<file path="src/hpc_pkg.sv">
package hpc_pkg;

  typedef enum logic [1:0] {
    OP_HALF_TO_SINGLE = 2'd0,
    OP_SINGLE_TO_HALF = 2'd1,
    OP_BF16_TO_SINGLE = 2'd2,
    OP_SINGLE_TO_BF16 = 2'd3
  } op_t;

  localparam int unsigned OpWidth   = 2;
  localparam int unsigned WordWidth = 32;

  // Difference between the single and half exponent biases (127 - 15).
  localparam logic [7:0] HalfBiasGap   = 8'd112;
  localparam logic [7:0] SingleExpMax  = 8'hFF;
  localparam logic [4:0] HalfExpMax    = 5'h1F;
  // Single exponents that bound the half range.
  localparam logic [7:0] HalfOvfExp    = 8'd142;
  localparam logic [7:0] HalfTinyExp   = 8'd103;
  localparam logic [7:0] HalfNormExp   = 8'd113;
  // Right shift for a half subnormal is this minus the single exponent.
  localparam logic [7:0] HalfSubShBase = 8'd126;
  // Single exponent of a half subnormal whose leading one is at bit 0.
  localparam logic [7:0] HalfSubExpBase = 8'd103;
  localparam logic [31:0] Bf16RoundBias = 32'h0000_7FFF;
  localparam logic [15:0] Bf16QuietBit  = 16'h0040;

endpackage

</file>
<file path="src/hpc_convert.sv">
module hpc_convert
  import hpc_pkg::*;
(
  input  op_t              op,
  input  logic [WordWidth-1:0] operand,
  output logic [WordWidth-1:0] result
);

  // Half operand fields.
  logic       h_sgn;
  logic [4:0] h_exp;
  logic [9:0] h_man;
  logic [3:0] lead_pos;
  logic [3:0] sub_shift;
  logic [9:0] sub_man;
  logic [7:0] sub_exp;
  logic [31:0] h2s;

  // Single operand fields.
  logic        f_sgn;
  logic [7:0]  f_exp;
  logic [22:0] f_man;
  logic [7:0]  f_sub_sh;
  logic [23:0] f_sub_val;
  logic [4:0]  f_half_exp;
  logic [15:0] s2h;

  logic [31:0] rounded;
  logic [15:0] s2b;

  assign h_sgn = operand[15];
  assign h_exp = operand[14:10];
  assign h_man = operand[9:0];

  always_comb begin
    lead_pos = '0;
    for (int i = 0; i < 10; i++) begin
      if (h_man[i]) begin
        lead_pos = 4'(i);
      end
    end
  end

  // A subnormal half is normalized so that its leading one lands on the hidden bit.
  assign sub_shift = 4'd10 - lead_pos;
  assign sub_man   = h_man << sub_shift;
  assign sub_exp   = HalfSubExpBase + {4'b0, lead_pos};

  always_comb begin
    if (h_exp == '0) begin
      if (h_man == '0) begin
        h2s = {h_sgn, 31'b0};
      end else begin
        h2s = {h_sgn, sub_exp, sub_man, 13'b0};
      end
    end else if (h_exp == HalfExpMax) begin
      h2s = {h_sgn, SingleExpMax, h_man, 13'b0};
    end else begin
      h2s = {h_sgn, HalfBiasGap + {3'b0, h_exp}, h_man, 13'b0};
    end
  end

  assign f_sgn = operand[31];
  assign f_exp = operand[30:23];
  assign f_man = operand[22:0];

  assign f_sub_sh   = HalfSubShBase - f_exp;
  assign f_sub_val  = {1'b1, f_man} >> f_sub_sh[4:0];
  assign f_half_exp = 5'(f_exp - HalfBiasGap);

  always_comb begin
    if (f_exp == SingleExpMax) begin
      s2h = {f_sgn, HalfExpMax, f_man[22:13]};
    end else if (f_exp > HalfOvfExp) begin
      s2h = {f_sgn, HalfExpMax, 10'b0};
    end else if (f_exp < HalfTinyExp) begin
      s2h = {f_sgn, 15'b0};
    end else if (f_exp < HalfNormExp) begin
      s2h = {f_sgn, 5'b0, f_sub_val[9:0]};
    end else begin
      s2h = {f_sgn, f_half_exp, f_man[22:13]};
    end
  end

  // Adding the bias plus the kept LSB rounds half to even on the upper 16 bits.
  assign rounded = operand + Bf16RoundBias + {31'b0, operand[16]};

  always_comb begin
    if (f_exp == SingleExpMax && f_man != '0) begin
      s2b = operand[31:16] | Bf16QuietBit;
    end else begin
      s2b = rounded[31:16];
    end
  end

  always_comb begin
    case (op)
      OP_HALF_TO_SINGLE: result = h2s;
      OP_SINGLE_TO_HALF: result = {16'b0, s2h};
      OP_BF16_TO_SINGLE: result = {operand[15:0], 16'b0};
      OP_SINGLE_TO_BF16: result = {16'b0, s2b};
      default:           result = '0;
    endcase
  end

endmodule

</file>
<file path="src/half_precision_cast_unit.sv">
// Cast unit between IEEE single, IEEE half and bfloat16 bit patterns.
// Input items arrive on the s_ channel: s_tuser selects the operation
// (half to single, single to half, bf16 to single, single to bf16) and
// s_tdata holds the operand; 16-bit operands sit in bits 15..0.
// Each item gives exactly one result item on the m_ channel, with 16-bit
// results zero-extended in bits 15..0 of m_tdata.
// An item passes an input register, the conversion logic and a result
// register. One item is accepted every cycle while m_tready is high.
// When m_tready is low a full result register holds; the input register
// keeps taking an item until it is also full, after which s_tready drops.
// s_tready is always high while m_tready is high.
// Reset empties both registers; no item is lost or repeated across a stall.
module half_precision_cast_unit
  import hpc_pkg::*;
(
  input  logic                 clk,
  input  logic                 rst,
  input  logic                 s_tvalid,
  output logic                 s_tready,
  input  logic [WordWidth-1:0] s_tdata,  // [31:0] operand_bits
  input  logic [OpWidth-1:0]   s_tuser,  // [1:0] req_type
  output logic                 m_tvalid,
  input  logic                 m_tready,
  output logic [WordWidth-1:0] m_tdata   // [31:0] result_bits
);

  logic                 in_valid;
  op_t                  in_op;
  logic [WordWidth-1:0] in_operand;
  logic                 in_ready;
  logic [WordWidth-1:0] conv_result;

  assign in_ready = !m_tvalid || m_tready;
  assign s_tready = !in_valid || in_ready;

  always_ff @(posedge clk) begin
    if (rst) begin
      in_valid <= 1'b0;
    end else if (s_tready) begin
      in_valid <= s_tvalid;
    end
  end

  always_ff @(posedge clk) begin
    if (s_tready && s_tvalid) begin
      in_op      <= op_t'(s_tuser);
      in_operand <= s_tdata;
    end
  end

  hpc_convert u_convert (
    .op      (in_op),
    .operand (in_operand),
    .result  (conv_result)
  );

  always_ff @(posedge clk) begin
    if (rst) begin
      m_tvalid <= 1'b0;
    end else if (in_ready) begin
      m_tvalid <= in_valid;
    end
  end

  always_ff @(posedge clk) begin
    if (in_ready && in_valid) begin
      m_tdata <= conv_result;
    end
  end

  assert property (@(posedge clk) disable iff (rst) m_tready |-> s_tready)
    else $error("input stalled although the output is draining");

  assert property (@(posedge clk) disable iff (rst) !in_valid && !m_tvalid |-> s_tready)
    else $error("empty pipeline refuses an item");

  assert property (@(posedge clk) disable iff (rst) in_valid && !in_ready |=> in_valid)
    else $error("stalled item dropped from the input register");

  assert property (@(posedge clk) disable iff (rst)
    s_tvalid && s_tready && m_tready |=> in_valid)
    else $error("accepted item did not reach the input register");

  assert property (@(posedge clk) rst |=> !m_tvalid && !in_valid)
    else $error("pipeline not empty after reset");

endmodule

</file>
<file path="config.mk">
export PLATFORM = sky130hd
export DESIGN_NAME = half_precision_cast_unit
export DESIGN_NICKNAME = d
export VERILOG_FILES = /design/src/hpc_pkg.sv /design/src/hpc_convert.sv /design/src/half_precision_cast_unit.sv
export SDC_FILE = /design/constraint.sdc
export NUM_CORES = 1
export LEC_CHECK = 0
export ABC_AREA = 1
export BUFFER_PORTS_ARGS = -buffer_cell sky130_fd_sc_hd__buf_2
export CORE_MARGIN = 10
export CORE_UTILIZATION = 45
export DETAILED_ROUTE_END_ITERATION = 7
export PLACE_DENSITY = 0.68
export SETUP_SLACK_MARGIN = 0.02
export SLEW_MARGIN = 20
export SYNTH_ARGS = -nofsm -noshare
export SYNTH_HDL_FRONTEND = slang
export SYNTH_HIERARCHICAL = 1
export SYNTH_SLANG_ARGS = --single-unit
</file>
<file path="constraint.sdc">
create_clock -name clk -period 4.15 [get_ports clk]
set_clock_uncertainty 0.2 [all_clocks]
set_input_delay 0.415 -clock clk [delete_from_list [all_inputs] [get_ports clk]]
set_output_delay 0.415 -clock clk [all_outputs]
set_load 0.02 [all_outputs]
</file>
==> results by group <==
Run status
  • Status: completed

Worst setup path
  • Critical Path Sink Type: flop
  • CP max FO: 16
  • WP data required: 4060 ps
  • Crit Path Class: flop to flop
  • CP Launch Type: flop
  • Worst EP arrival: 3340 ps
  • R2r startpoint: in_operand[2]
  • Worst r2r path cells: 16
  • Reg2Reg Setup Slack: 720 ps
  • Critical R2R Capture: m_tdata[18]

Cells and area
  • FF+latch area: 0.00202 mm2
  • Ant. Diodes: 0
  • Nets: 718
  • # fillers: 997
  • Area delta synth->final: 15.0%
  • Final Non-Filler Cells: 815
  • Area of the multi-input gates: 0.00237 mm2
  • Layout cells sized above 1: 0.194

Synth
  • Syn nets: 652
  • Synthesized cell area: 0.00475 mm2
  • EDFF count, synth: 66
  • Avg Inst Size Synth: 7.82 um2
  • Sequential fraction of the synthesis area: 0.425
  • Warnings from Yosys: 6
  • Share of flip-flops with an asynchronous set or reset: 0
  • Seq cells post-synth: 68
  • Dominant synthesized flop cell: edfxtp_1
  • Distinct cells, synth: 46
  • Gate Count Post-Synth: 608

Placement
  • Placed Cells: 798
  • Final HPWL DP: 11.2 mm
  • IO buf count: 71
  • GPL Wtd Cong: 0.982

Worst hold path
  • Worst Hold Path Cells: 1
  • Hold_sp: s_tdata[8]
  • Worst Hold End: in_operand[8]
  • Min-Delay Path Class: input pin to flop

Pwr
  • Worst vdd ir: 175 uV
  • Power per standard cell area: 341 mW/mm2
  • Leakage power: 0.00236 uW

Drt
  • Post-detailed-routing wire length: 14.6 mm
  • Vias per cell: 5.63
  • Initial DRT Pass Iterations: 5
  • Final ANT Viol Nets: 0
  • Vias: 4592
  • Wirelength per Cell: 17.9 um
  • Drt drc: 0
  • Initial DRC count: 541

STA
  • Final period utilization: 0.827
  • Maximum clock frequency: 291 MHz
  • Worst-Margin Slew: 972 ps
  • Relative slew slack: 0.350
  • Total Neg Setup Slack: 0 ps
  • Period minus WS final: 3430 ps
  • Count of pins over their slew limit: 0
  • Final Hold Viols: 0
  • Unrepaired setup endpoints after global routing: false
  • Finish-stage setup viols: 0

Global routing
  • Total GRT Usage: 0.197
  • First-pass GRT wire length: 23.3 mm
  • Total grt overflow: 0
  • Vias in the first global route: 4340
  • Initial antenna violation count: 0
  • Largest net degree at the start of global routing: 35

Clocking
  • Root Buffer Master: clkbuf_8
  • Clock insertion delay at the later pin of the skew report: 360 ps
  • Clock tree from TritonCTS: built
  • Hold Buf Count CTS: 0
  • # H-tree levels: 3
  • Cts repair resizes: 0
  • Num CTS Buffers: 9
  • CTS sink count: 68
  • Max Buffers Root-to-Sink: 2
  • Clk slew on worst S/H paths: 90 ps
  • Post-CTS setup buffer count: 0

Die
  • Die Span X: 123 um
  • Area of the die: 0.0151 mm2
  • Initial core utilization: 0.460
  • Core region area: 0.0103 mm2
  • Die Span Y: 123 um
  • Io pins: 72
  • Row count: 37

Flow run
  • Number of max-cap violations: 0
## routing by layer
layer  part of all wire  vias up  global-route usage
li1                   -     2226                   -
met1               0.46     2075               0.288
met2               0.41      267               0.273
met3               0.11       24              0.0478
met4              0.019        0              0.0700
met5                  0        -                   0
## worst max-delay path by stage
stage	start	end	slack (ps)
after floorplan	in_operand[23]	m_tdata[9]	1420
after global placement	in_operand[2]	m_tdata[18]	770
after detailed placement	in_operand[2]	m_tdata[18]	860
after CTS	in_operand[2]	m_tdata[18]	860
after global routing	in_operand[2]	m_tdata[18]	590
final	in_operand[2]	m_tdata[18]	720
## cells in the final DEF, fill, tap and decap left out, types with 12 or more instances in the layout
cell      count
o21ai_0      79
buf_2        71
inv_1        58
nor2_1       24
edfxtp_1     66
o21ai_1      13
o211ai_1     12
a21oi_1      20
nand2_1     170
nand3_1      36
## synthesized netlist by cell type, types with 2 or more instances
cell type,count,area share
a21oi_1,21,0.022
a22oi_1,2,0.0032
a31oi_1,8,0.011
buf_2,10,0.011
clkbuf_1,9,0.0071
clkinv_1,2,0.0016
dfxtp_1,2,0.0084
edfxtp_1,66,0.42
ha_1,6,0.016
inv_1,59,0.047
inv_2,9,0.0071
mux2i_1,8,0.017
nand2_1,170,0.13
nand2_2,10,0.013
nand2_4,2,0.0047
nand3_1,36,0.038
nand3_2,2,0.0042
nand3b_1,2,0.0032
nand4_1,8,0.011
nor2_1,24,0.019
nor2_2,2,0.0026
nor2_4,2,0.0047
nor3_1,10,0.011
nor3_2,2,0.0042
nor4_1,3,0.0039
o211ai_1,12,0.019
o21ai_0,79,0.083
o21ai_1,13,0.014
o22ai_1,5,0.0066
o31ai_1,5,0.0079
xor2_1,2,0.0037
xor2_4,3,0.017
## flip-flops by register name (all words and copies together) (netlist names)
register,count
in_valid,1
m_tvalid,1
in_operand,32
m_tdata,32
in_op,2
## power by group
part           total, uW  switching (uW)  internal (uW)
clock network        606             268            338
logic                417             284            133
registers            840            40.0            800
total               1860             592           1270
## through the flow
stage               hold WS (ps)  utilization  worst slack (ps)  power, uW  area [um2]
floorplan                    257            -              1420       1130        4750
global placement             281        0.506               774       1270        5220
detailed placement           295        0.506               857       1260        5220
CTS                         7.52        0.526               860       1860        5440
global route                13.8        0.529               591       1960        5460
finish                      22.2        0.529               719       1860        5460
## worst max-delay path, cell delays in order, from the launching register on
cell and delay, ps:
edfxtp_1 530, inv_1 150, nand2_1 60, nand2_1 70, nand2_1 50, nand2_1 50
nand2_1 70, nand2_2 120, nand2_4 150, ha_1 650, clkinv_1 380, nand3_1 200
nand3_1 90, nand3_1 150, o21ai_1 80, nand2_1 70, nand2_1 100
## final cells by class
type,count,share of cell area
multi-input combinational,448,0.434
sequential,68,0.370
clock buffer,10,0.0234
timing repair buffer,77,0.0770
tap,136,0.0311
inverter,70,0.0481
clock inverter,6,0.0163
## logic make-up (layout without fill, tap and decap cells)
kind of cell / after synthesis / after routing / share of synthesized area
compound gates: 153 / 153 / 0.182
xor+xnor: 6 / 6 / 0.0245
fa+ha+maj: 6 / 6 / 0.0158
buf+inv: 92 / 163 / 0.0779
flops: 68 / 68 / 0.425
mux: 8 / 8 / 0.0169
simple gates: 275 / 275 / 0.257
Power figures use the tool's default switching activity.
